## config.mk

```make
export PLATFORM = sky130hd
export DESIGN_NAME = timed_serial_bit_shifter
export DESIGN_NICKNAME = d
export VERILOG_FILES = /design/src/rtl/tss_pkg.sv /design/src/rtl/tss_in_stage.sv /design/src/rtl/tss_step.sv /design/src/rtl/tss_out_stage.sv /design/src/rtl/timed_serial_bit_shifter.sv
export SDC_FILE = /design/constraint.sdc
export NUM_CORES = 1
export LEC_CHECK = 0
export BUFFER_PORTS_ARGS = -buffer_cell sky130_fd_sc_hd__buf_2
export CORE_ASPECT_RATIO = 0.6
export CORE_UTILIZATION = 56
export DETAILED_ROUTE_END_ITERATION = 8
export HOLD_SLACK_MARGIN = 0.12
export PLACE_DENSITY_LB_ADDON = 0.1
export SLEW_MARGIN = 20
export SYNTH_ARGS = -nofsm -noshare
export SYNTH_HDL_FRONTEND = slang
export SYNTH_SLANG_ARGS = --single-unit
export TNS_END_PERCENT = 100
```

## constraint.sdc

```tcl
create_clock -name clk -period 4.95 [get_ports clk]
set_input_delay 0.495 -clock clk [delete_from_list [all_inputs] [get_ports clk]]
set_output_delay 0.495 -clock clk [all_outputs]
set_load 0.01 [all_outputs]
```

## src/rtl/tss_pkg.sv

```systemverilog
package tss_pkg;

    localparam int WORD_BITS_DEFAULT = 32;
    localparam int EXTRA_W           = 10;
    localparam int WAIT_W            = 17;
    localparam int CFG_INDEX_W       = 2;

    // action codes
    localparam logic [1:0] ACT_TICK  = 2'd0;
    localparam logic [1:0] ACT_WRITE = 2'd1;
    localparam logic [1:0] ACT_READ  = 2'd2;

    // register indexes
    localparam logic [CFG_INDEX_W-1:0] REG_SETUP_EXTRA   = 2'd0;
    localparam logic [CFG_INDEX_W-1:0] REG_HOLD_EXTRA    = 2'd1;
    localparam logic [CFG_INDEX_W-1:0] REG_READ_EXTRA    = 2'd2;
    localparam logic [CFG_INDEX_W-1:0] REG_GENERAL_EXTRA = 2'd3;

    typedef enum logic [2:0] {
        PH_IDLE,
        PH_WSETUP,
        PH_WHOLD,
        PH_RHIGH,
        PH_RLOW
    } phase_t;

    typedef struct packed {
        logic [1:0]  action;
        logic [31:0] out_bits;
        logic [5:0]  bit_count;
        logic [15:0] setup_time;
        logic [15:0] hold_time;
        logic [15:0] read_delay;
        logic        data_pin_in;
    } item_t;

    typedef struct packed {
        logic        clock_pin;
        logic        data_pin;
        logic        busy_res;
        logic        done_res;
        logic [31:0] read_data;
    } result_t;

    typedef struct packed {
        logic [EXTRA_W-1:0] setup_extra;
        logic [EXTRA_W-1:0] hold_extra;
        logic [EXTRA_W-1:0] read_extra;
        logic [EXTRA_W-1:0] general_extra;
    } cfg_t;

endpackage

```

## src/rtl/tss_in_stage.sv

```systemverilog
module tss_in_stage
    import tss_pkg::*;
(
    input  logic  clk,
    input  logic  rst_n,
    input  logic  item_valid,
    output logic  item_stall,
    input  item_t item,
    input  logic  take,
    output logic  s1_valid,
    output item_t s1_item
);

    logic  s1_valid_reg;
    logic  s1_valid_next;
    item_t s1_item_reg;
    logic  accept;

    // stage frees up in the same cycle the result side takes it
    assign item_stall = s1_valid_reg && !take;
    assign accept     = item_valid && !item_stall;

    always_comb
    begin
        if (accept)
            s1_valid_next = 1'b1;
        else if (take)
            s1_valid_next = 1'b0;
        else
            s1_valid_next = s1_valid_reg;
    end

    always_ff @(posedge clk or negedge rst_n)
    begin
        if (!rst_n)
            s1_valid_reg <= 1'b0;
        else
            s1_valid_reg <= s1_valid_next;
    end

    always_ff @(posedge clk)
    begin
        if (accept)
            s1_item_reg <= item;
    end

    assign s1_valid = s1_valid_reg;
    assign s1_item  = s1_item_reg;

endmodule

```

## src/rtl/tss_step.sv

```systemverilog
module tss_step
    import tss_pkg::*;
#(
    parameter int WORD_BITS = WORD_BITS_DEFAULT
)
(
    input  logic    clk,
    input  logic    rst_n,
    input  logic    fire,
    input  item_t   s1_item,
    input  cfg_t    cfg,
    output result_t result_next
);

    phase_t                phase_reg, phase_next;
    logic [WORD_BITS-1:0]  shift_word_reg, shift_word_next;
    logic [5:0]            bits_left_reg, bits_left_next;
    logic [WAIT_W-1:0]     wait_count_reg, wait_count_next;
    logic [WORD_BITS-1:0]  collected_reg, collected_next;
    logic [5:0]            bit_position_reg, bit_position_next;
    logic [WAIT_W-1:0]     hold_wait_reg, hold_wait_next;
    logic [WAIT_W-1:0]     high_wait_reg, high_wait_next;
    logic                  clock_level_reg, clock_level_next;
    logic                  data_level_reg, data_level_next;
    logic [WORD_BITS-1:0]  last_read_reg, last_read_next;

    logic [63:0]           in_wide;
    logic [63:0]           last_wide;
    logic [WAIT_W-1:0]     write_high;
    logic [WAIT_W-1:0]     write_hold;
    logic [WAIT_W-1:0]     read_wait;
    logic [5:0]            bits_dec;
    logic [WORD_BITS-1:0]  shift_dec;
    logic                  pos_in_word;
    logic                  done;

    // zero-length wait counts as one tick
    function automatic logic [WAIT_W-1:0] wait_len(input logic [WAIT_W-1:0] n);
        wait_len = (n == '0) ? WAIT_W'(1) : n;
    endfunction

    assign in_wide     = 64'(s1_item.out_bits);
    assign write_high  = WAIT_W'(s1_item.setup_time) + WAIT_W'(cfg.setup_extra)
                       + WAIT_W'(cfg.general_extra);
    assign write_hold  = WAIT_W'(s1_item.hold_time) + WAIT_W'(cfg.hold_extra)
                       + WAIT_W'(cfg.general_extra);
    assign read_wait   = WAIT_W'(s1_item.read_delay) + WAIT_W'(cfg.read_extra)
                       + WAIT_W'(cfg.general_extra);
    assign bits_dec    = bits_left_reg - 6'd1;
    assign shift_dec   = shift_word_reg >> 1;
    assign pos_in_word = {1'b0, bit_position_reg} < 7'(WORD_BITS);

    always_comb
    begin
        phase_next        = phase_reg;
        shift_word_next   = shift_word_reg;
        bits_left_next    = bits_left_reg;
        wait_count_next   = wait_count_reg;
        collected_next    = collected_reg;
        bit_position_next = bit_position_reg;
        hold_wait_next    = hold_wait_reg;
        high_wait_next    = high_wait_reg;
        clock_level_next  = clock_level_reg;
        data_level_next   = data_level_reg;
        last_read_next    = last_read_reg;
        done              = 1'b0;

        if (s1_item.action == ACT_WRITE && phase_reg == PH_IDLE)
        begin
            shift_word_next = in_wide[WORD_BITS-1:0];
            bits_left_next  = s1_item.bit_count;
            high_wait_next  = write_high;
            hold_wait_next  = write_hold;
            if (s1_item.bit_count == 6'd0)
            begin
                done = 1'b1;
            end
            else
            begin
                clock_level_next = 1'b1;
                data_level_next  = in_wide[0];
                wait_count_next  = wait_len(write_high);
                phase_next       = PH_WSETUP;
            end
        end
        else if (s1_item.action == ACT_READ && phase_reg == PH_IDLE)
        begin
            bits_left_next    = s1_item.bit_count;
            collected_next    = '0;
            bit_position_next = 6'd0;
            high_wait_next    = read_wait;
            hold_wait_next    = read_wait;
            if (s1_item.bit_count == 6'd0)
            begin
                // data pin driven low and the read word published as zero
                data_level_next = 1'b0;
                last_read_next  = '0;
                done            = 1'b1;
            end
            else
            begin
                data_level_next  = 1'b1;
                clock_level_next = 1'b1;
                wait_count_next  = wait_len(read_wait);
                phase_next       = PH_RHIGH;
            end
        end
        else if (s1_item.action == ACT_TICK && phase_reg != PH_IDLE)
        begin
            if (wait_count_reg > WAIT_W'(1))
            begin
                wait_count_next = wait_count_reg - WAIT_W'(1);
            end
            else
            begin
                case (phase_reg)
                    PH_WSETUP:
                    begin
                        clock_level_next = 1'b0;
                        wait_count_next  = wait_len(hold_wait_reg);
                        phase_next       = PH_WHOLD;
                    end
                    PH_WHOLD:
                    begin
                        shift_word_next = shift_dec;
                        bits_left_next  = bits_dec;
                        if (bits_dec == 6'd0)
                        begin
                            phase_next = PH_IDLE;
                            done       = 1'b1;
                        end
                        else
                        begin
                            clock_level_next = 1'b1;
                            data_level_next  = shift_dec[0];
                            wait_count_next  = wait_len(high_wait_reg);
                            phase_next       = PH_WSETUP;
                        end
                    end
                    PH_RHIGH:
                    begin
                        if (s1_item.data_pin_in && pos_in_word)
                            collected_next = collected_reg
                                           | (WORD_BITS'(1) << bit_position_reg);
                        clock_level_next = 1'b0;
                        wait_count_next  = wait_len(hold_wait_reg);
                        phase_next       = PH_RLOW;
                    end
                    PH_RLOW:
                    begin
                        bit_position_next = bit_position_reg + 6'd1;
                        bits_left_next    = bits_dec;
                        if (bits_dec == 6'd0)
                        begin
                            data_level_next = 1'b0;
                            last_read_next  = collected_reg;
                            phase_next      = PH_IDLE;
                            done            = 1'b1;
                        end
                        else
                        begin
                            clock_level_next = 1'b1;
                            wait_count_next  = wait_len(high_wait_reg);
                            phase_next       = PH_RHIGH;
                        end
                    end
                    default:
                    begin
                        phase_next = PH_IDLE;
                    end
                endcase
            end
        end
    end

    assign last_wide             = 64'(last_read_next);
    assign result_next.clock_pin = clock_level_next;
    assign result_next.data_pin  = data_level_next;
    assign result_next.busy_res  = (phase_next != PH_IDLE);
    assign result_next.done_res  = done;
    assign result_next.read_data = last_wide[31:0];

    always_ff @(posedge clk or negedge rst_n)
    begin
        if (!rst_n)
        begin
            phase_reg        <= PH_IDLE;
            shift_word_reg   <= '0;
            bits_left_reg    <= '0;
            wait_count_reg   <= '0;
            collected_reg    <= '0;
            bit_position_reg <= '0;
            hold_wait_reg    <= '0;
            high_wait_reg    <= '0;
            clock_level_reg  <= 1'b0;
            data_level_reg   <= 1'b0;
            last_read_reg    <= '0;
        end
        else if (fire)
        begin
            phase_reg        <= phase_next;
            shift_word_reg   <= shift_word_next;
            bits_left_reg    <= bits_left_next;
            wait_count_reg   <= wait_count_next;
            collected_reg    <= collected_next;
            bit_position_reg <= bit_position_next;
            hold_wait_reg    <= hold_wait_next;
            high_wait_reg    <= high_wait_next;
            clock_level_reg  <= clock_level_next;
            data_level_reg   <= data_level_next;
            last_read_reg    <= last_read_next;
        end
    end

endmodule

```

## src/rtl/tss_out_stage.sv

```systemverilog
module tss_out_stage
    import tss_pkg::*;
(
    input  logic    clk,
    input  logic    rst_n,
    input  logic    s1_valid,
    input  result_t result_next,
    output logic    take,
    output logic    result_valid,
    input  logic    result_stall,
    output result_t result
);

    logic    valid_reg;
    logic    valid_next;
    result_t result_reg;
    logic    room;

    // register is free when empty or being emptied this cycle
    assign room = !valid_reg || !result_stall;
    assign take = s1_valid && room;

    always_comb
    begin
        if (take)
            valid_next = 1'b1;
        else if (!result_stall)
            valid_next = 1'b0;
        else
            valid_next = valid_reg;
    end

    always_ff @(posedge clk or negedge rst_n)
    begin
        if (!rst_n)
            valid_reg <= 1'b0;
        else
            valid_reg <= valid_next;
    end

    always_ff @(posedge clk)
    begin
        if (take)
            result_reg <= result_next;
    end

    assign result_valid = valid_reg;
    assign result       = result_reg;

endmodule

```

## src/rtl/timed_serial_bit_shifter.sv

```systemverilog
// an input transfer reaches its result through the input register, then the result register
// throughput: one item per cycle unless the result side stalls; each item is a single step of the pin sequencer
// a full, stalled result register stalls the input as soon as the input register is full too
// reset (rst_n low, asynchronous): sequencer idle, both pins low, read word zero,
// all stretch registers zero, no item held in either register
module timed_serial_bit_shifter
    import tss_pkg::*;
#(
    parameter int WORD_BITS = WORD_BITS_DEFAULT
)
(
    input  logic                   clk,
    input  logic                   rst_n,
    input  logic                   item_valid,
    output logic                   item_stall,
    input  item_t                  item,
    output logic                   result_valid,
    input  logic                   result_stall,
    output result_t                result,
    input  logic                   cfg_we,
    input  logic [CFG_INDEX_W-1:0] cfg_index,
    input  logic [EXTRA_W-1:0]     cfg_data
);

    // stretch registers; write them only while the shifter is idle (the block does not enforce it)
    cfg_t    cfg_reg;
    cfg_t    cfg_next;

    logic    s1_valid;
    item_t   s1_item;
    logic    take;
    result_t result_next;

    always_comb
    begin
        cfg_next = cfg_reg;
        if (cfg_we)
        begin
            case (cfg_index)
                REG_SETUP_EXTRA:   cfg_next.setup_extra   = cfg_data;
                REG_HOLD_EXTRA:    cfg_next.hold_extra    = cfg_data;
                REG_READ_EXTRA:    cfg_next.read_extra    = cfg_data;
                REG_GENERAL_EXTRA: cfg_next.general_extra = cfg_data;
                default:           cfg_next = cfg_reg;
            endcase
        end
    end

    always_ff @(posedge clk or negedge rst_n)
    begin
        if (!rst_n)
            cfg_reg <= '0;
        else
            cfg_reg <= cfg_next;
    end

    // input register: holds one item until the step logic can hand on its result
    tss_in_stage u_in_stage (
        .clk        (clk),
        .rst_n      (rst_n),
        .item_valid (item_valid),
        .item_stall (item_stall),
        .item       (item),
        .take       (take),
        .s1_valid   (s1_valid),
        .s1_item    (s1_item)
    );

    // sequencer state and one step of pin/wait logic; state advances on take
    tss_step #(
        .WORD_BITS (WORD_BITS)
    ) u_step (
        .clk         (clk),
        .rst_n       (rst_n),
        .fire        (take),
        .s1_item     (s1_item),
        .cfg         (cfg_reg),
        .result_next (result_next)
    );

    // result register: lets the next item in while a result waits for transfer
    tss_out_stage u_out_stage (
        .clk          (clk),
        .rst_n        (rst_n),
        .s1_valid     (s1_valid),
        .result_next  (result_next),
        .take         (take),
        .result_valid (result_valid),
        .result_stall (result_stall),
        .result       (result)
    );

    // a finishing item always leaves the shifter idle
    a_done_idle: assert property (@(posedge clk) disable iff (!rst_n)
        result_valid && result.done_res |-> !result.busy_res)
        else $error("done reported while still busy");

    // clock pin only high in the middle of a shift
    a_clock_busy: assert property (@(posedge clk) disable iff (!rst_n)
        result_valid && result.clock_pin |-> result.busy_res)
        else $error("clock pin high while idle");

    // back-pressure only when the input register is occupied
    a_stall_cause: assert property (@(posedge clk) disable iff (!rst_n)
        item_stall |-> s1_valid && result_valid && result_stall)
        else $error("input stalled without a blocked result");

endmodule

```

## Yosys cells after proc, flatten, opt, wreduce, memory -nomap -nowiden

Index checks and enable logic that the tools add are counted.

- Register bits after elaboration: 331
- Bits of input ports: 106

- Shift-type cells: 1
- Muxes and demuxes: 77
- Reductions and logical operators: 46
- Bitwise logic cells: 2
- Add/sub/neg operators: 9
- Magnitude comparators: 2
- Equal/unequal tests: 17

Operators by type and width:

| operator | number |
|---|---|
| 32-bit 2-to-1 mux | 17 |
| 17-bit 2-to-1 mux | 14 |
| 17-bit logical NOT | 4 |
| 6-bit 2-to-1 mux | 9 |
| 16-bit by 10-bit adder with 17-bit output | 3 |
| 17-bit by 10-bit adder with 17-bit output | 3 |
| 17-bit one-hot mux with 2 select lines | 1 |
| 32-bit bitwise OR | 1 |
| 1-bit by 6-bit left shift with 32-bit output (first input constant) | 1 |
| 1-bit 2-to-1 mux | 26 |
| 3-bit 2-to-1 mux | 6 |
| 17-bit by 1-bit greater-than comparator with 1-bit output (second input constant) | 1 |
| 17-bit by 1-bit subtractor with 17-bit output (second input constant) | 1 |
| 2-bit nonzero test | 8 |
| 6-bit logical NOT | 2 |
| 3-bit one-hot mux with 4 select lines | 1 |
| 6-bit AND reduction | 2 |
| 3-bit nonzero test | 4 |
| 2-bit AND reduction | 5 |
| 5-bit AND reduction | 2 |
| 2-bit by 1-bit != test with 1-bit output (second input constant) | 4 |
| 1-bit logical AND | 7 |
| 6-bit by 1-bit adder with 6-bit output (second input constant) | 1 |
| 2-bit == test (second input constant) | 3 |
| 19 further kinds | 28 |

## Depth between registers and ports, before layout

- Depth after elaboration: 9
- Mapped depth: 14
- Gate-level depth less buffers: 14

## By module

Synthesis repeated with hierarchy kept, for this count alone.

- Cell total of the unflattened synthesis: 1426
- Area total of the unflattened synthesis: 16181.8 um^2

By module, submodules not included:

| module | cells each | seq. area each (um^2) | area an instance (um^2) | instances |
|---|---|---|---|---|
| tss_step | 1206 | 4078.9 | 10729.0 | 1 |
| tss_in_stage | 94 | 2697.6 | 2730.1 | 1 |
| timed_serial_bit_shifter | 87 | 1001.0 | 1597.8 | 1 |
| tss_out_stage | 39 | 1106.1 | 1124.8 | 1 |

## Least setup slack after synthesis

No wires, ideal clock.

- Kind: register -> register
- Start: register cfg_reg[2] (netlist name)
- End: register u_step.wait_count_reg[0]
- Setup time: 0.086 ns
- Stages on the path, launching flop included: 11
- Path slack: 1.462 ns
- Data arrival time: 3.402 ns
- Path buffers: 0
- Data required time: 4.864 ns
- Path through: dfrtp_1 fa_1 ha_1 a211o_1 a211o_1 a211o_1 a21oi_1 mux2_2 a211o_1 o31a_1 nor3_1

- Longest elaborated chain between the ends: 6
- Elaborated cells between the ends (all ways): 10
- Those cells by class: add/sub (2); mux (6); reduce/logical (2)

RTL lines:

| item | RTL line | RTL |
|---|---|---|
| start: declaration | timed_serial_bit_shifter.sv:26 | `cfg_t cfg_reg;` |
| start signal: assignment | timed_serial_bit_shifter.sv:54 | `cfg_reg <= cfg_next;` |
| 17-bit by 10-bit adder with 17-bit output | tss_step.sv:48 | `+ WAIT_W'(cfg.general_extra);` |
| 17-bit logical NOT | tss_step.sv:39 | `wait_len = (n == '0) ? WAIT_W'(1) : n;` |
| 17-bit 2-to-1 mux | tss_step.sv:39 |  |
| 17-bit 2-to-1 mux | tss_step.sv:93 | `if (s1_item.bit_count == 6'd0)` |
| 17-bit 2-to-1 mux | tss_step.sv:86 | `else if (s1_item.action == ACT_READ && phase_reg == PH_IDLE)` |
| 17-bit 2-to-1 mux * | tss_step.sv:68 | `if (s1_item.action == ACT_WRITE && phase_reg == PH_IDLE)` |
| end signal: assignment | tss_step.sv:204 | `wait_count_reg <= wait_count_next;` |
| end: declaration | tss_step.sv:18 | `logic [WAIT_W-1:0] wait_count_reg, wait_count_next;` |

Every way passes the cells marked *; elsewhere a longest branch is shown, timed or not. The select of a mux whose other input is x is not followed.
A chain may end at the register's enable or synchronous reset.

## Final worst setup path

- Start: register cfg_reg[1] (netlist name)
- End: register u_step.wait_count_reg[0]

The elaborated chain is that of the path after synthesis.

==> impl_results.md <==
* Maximum VDD drop at 0.000294 V
* Placed cell areas at between 15000 and 20000 um^2
* Period utilisation layout at 0.798
* Multi-input logic area at 7060 um^2
* Netlist cell types at 69
* Max Cap Violations at 0
* Max Clk Rate at between 200 and 300 MHz
* Layout area overhead at 18.1%
* Layout cell share with drive strength beyond 1 at 0.156
* Primary FF master, synth: dfrtp_1
* Std cell rows at 48
* Endpoints failing setup at 0
* Chip width at roughly 220 um
* Register area at approximately 8900 um^2
* Aggregate routed wire length at around 43000 um
* H-tree depth at 1
* Post_cts resized at 0
* # nets final at around 2000
* Postcts setup bufs at 0
* Die Y at between 100 and 150 um
* Hold Vio Cnt, Final at 0
* Worst Skew at between 0.015 and 0.02 ns
* FF+latch count, synth at 330
* Number of port buffers at about 140
* Post-synth EDFFs at roughly 130
* Vias in the first global route at 12234
* Root buf cell: clkbuf_16
* Cell leakage power at 8.40 nW
* Yosys top cell by area: dfrtp_1
* Synth warnings at 0
* Final Critical Period at about 4 ns
* CP Data Arrival Time at 4.44 ns
* Max Slew Vio Count at 0
* Yosys top cell area share at 0.313
* PwrDens at 487 nW/um^2
* Wire per inst at 19.7 um
* Clock latency on the worst-skew pair at roughly 0.57 ns
* Drt first pass iters at 5
* Worst slew margin at 0.323
* Io pins at 144
* TritonCTS clock tree: yes
* Number of inserted diodes at 0
* Mapped cell area at roughly 16000 um^2
* Sequential area share after synthesis at 0.542
* Core area at roughly 29000 um^2
* Layout Cells excl Fill at about 2200
* WS Path Type: reg -> reg
* First-pass GRT wire length at a little under 70000 um
* Final ANT Viol Nets at 0
* Fill count at 2230
* Cts bufs inserted at 31
* Initial DRC count at between 1000 and 1500
* Cell count after synthesis at roughly 1600
* Average size of a mapped cell at 10.4 um^2
* Clock sinks at between 300 and 400
* Synth Net Count at ~1800
* WHS at about 0.14 ns
* Total track usage at 0.295
* Dpl cells at between 2000 and 2500
* Met3 Wirelength at ~4300 um
* CTS clock-pin slew for the worst setup and hold paths at 0.07 ns
* DP HPWL at 29500 um
* Maximum clock path buffer count at 3
* Status: complete, no violations
* Worst Tran Pin Value at 1.02 ns
* M1 wire length at ~21000 um
* Initial Util at 0.570
* Die ar. at roughly 30000 um^2
* Total grt overflow at 0
* Largest net degree at the start of global routing at ~130
* RD Place Congestion at ~0.96
* Avg Vias per Cell at ~5.9
* Number of remaining DRC errors at 0
* Initial antenna violation count at 1
* Top area cells in the synthesized netlist: dfrtp_1 (31%), edfxtp_1 (23%), nand2_1 (7.5%)
* CP Launch Type: flop
* WL met2 at ~17000 um
* Critical Path End Type: flop
* Number of flip-flops in the largest register at between 80 and 90
* RSZ-0062 raised after global routing: false
* Setup_tns at 0 ns
* CP Data Required Time at ~5.4 ns
* Uppermost layer routed: met5
* DR vias at 12848
* Cell area after layout at between 15000 and 20000 um^2
* Async SR Flop Fraction at 0.621
* Critical path fanouts, max at 4
* Min-delay worst type: in -> reg
==> per-stage QoR <==
| stage | utilization | power, mW | setup WS (ns) |
|---|---|---|---|
| floorplan | - | 5.91 | 1.46 |
| global placement | 0.606 | 6.80 | 1.15 |
| detailed placement | 0.606 | 6.88 | 1.04 |
| CTS | 0.672 | 9.37 | 1.04 |
| global route | 0.673 | 9.98 | 0.796 |
| finish | 0.673 | 9.43 | 1.00 |
==> logic make-up after synthesis <==
| family | share of synthesized area |
|---|---|
| buffers and inverters | 0.0291 |
| AO/OA/AOI/OAI | 0.136 |
| flip-flops | 0.542 |
| XOR/XNOR | 0.0256 |
| AND/OR/NAND/NOR | 0.167 |
| adder cells (fa/ha/maj) | 0.0708 |
| multiplexers | 0.0294 |
==> worst paths after layout <==
check	from	endpoint	slack (ns)	cells after the start
hold reg to reg	u_in_stage.s1_valid	u_out_stage.result_valid	0.48	1
setup reg to reg	cfg_reg[1]	u_step.wait_count_reg[0]	1.00	12
hold / removal	item[87]	u_in_stage.s1_item[87]	0.14	1
max in group asynchronous	rst_n	u_step.phase_reg[0]	3.10	3
setup / recovery	cfg_reg[1]	u_step.wait_count_reg[0]	1.00	12
min in group asynchronous	rst_n	u_step.bits_left_reg[3]	0.62	2
==> Yosys cell counts (9+ instances only) <==
cell	n
nand2_1	328
dfrtp_1	205
nor2_1	146
edfxtp_1	125
o21ai_0	90
a21oi_1	70
clkbuf_1	56
a31oi_1	53
mux2_2	41
ha_1	40
inv_1	38
fa_1	33
nand3_1	31
xnor2_1	25
a22o_1	23
xor2_1	23
nor3_1	20
a211oi_1	17
nor4_1	14
nor2b_1	13
buf_2	12
or3_1	11
o21a_1	10
nand4_1	9
o31ai_1	9
==> final cells by class <==
class | instances | share of cell area
Clock buffer | 37 | 0.0438
Timing Repair Buffer | 253 | 0.0916
Clock inverter | 20 | 0.00950
Inverter | 38 | 0.00737
Sequential cell | 330 | 0.459
Tap cell | 375 | 0.0242
Multi-Input combinational cell | 1132 | 0.365
==> metal layers <==
layer	GRT usage	vias up
met5	0	-
met1	0.476	6227
li1	-	6015
met4	0.0487	2
met2	0.397	552
met3	0.0785	52
==> cells in the final DEF (no fill, tap or decap), types with 17 or more instances in the layout <==
| master | netlist | layout |
|---|---|---|
| buf_4 | 5 | 21 |
| a21oi_1 | 70 | 70 |
| nand2_1 | 328 | 327 |
| buf_2 | 12 | 142 |
| mux2_2 | 41 | 41 |
| inv_1 | 38 | 37 |
| fa_1 | 33 | 33 |
| xnor2_1 | 25 | 25 |
| nor2_1 | 146 | 144 |
| dlygate4sd3_1 | 0 | 89 |
| edfxtp_1 | 125 | 125 |
| o21ai_0 | 90 | 90 |
| nor3_1 | 20 | 20 |
| a22o_1 | 23 | 23 |
| xor2_1 | 23 | 23 |
| ha_1 | 40 | 40 |
| clkbuf_16 | 0 | 31 |
| nand3_1 | 31 | 31 |
| a31oi_1 | 53 | 53 |
| a211oi_1 | 17 | 17 |
| dfrtp_1 | 205 | 205 |
==> worst max-delay path, cell delays in order (launching register included) <==
cell and delay, ns:
dfrtp_1 0.46, fa_1 0.58, ha_1 0.18, inv_1 0.07, fa_1 0.48, nor2b_1 0.22
o2111ai_1 0.31, a41o_1 0.37, a211oi_1 0.38, xor2_1 0.16, nor4_1 0.33, a31oi_1 0.15
nor3_1 0.20
==> power breakdown <==
group	switching (mW)	internal [mW]	total (mW)	leakage, nW
logic	1.89	1.27	3.16	4.08
registers	0.500	3.35	3.85	3.82
clock network	1.08	1.34	2.42	0.502
total	3.48	5.96	9.43	8.40
==> timing repair <==
item,in CTS,in global routing
hold buffers,87,2
endpoints found under the setup margin,0,0
endpoints found under the hold margin,87,39
Power figures use the tool's default switching activity.
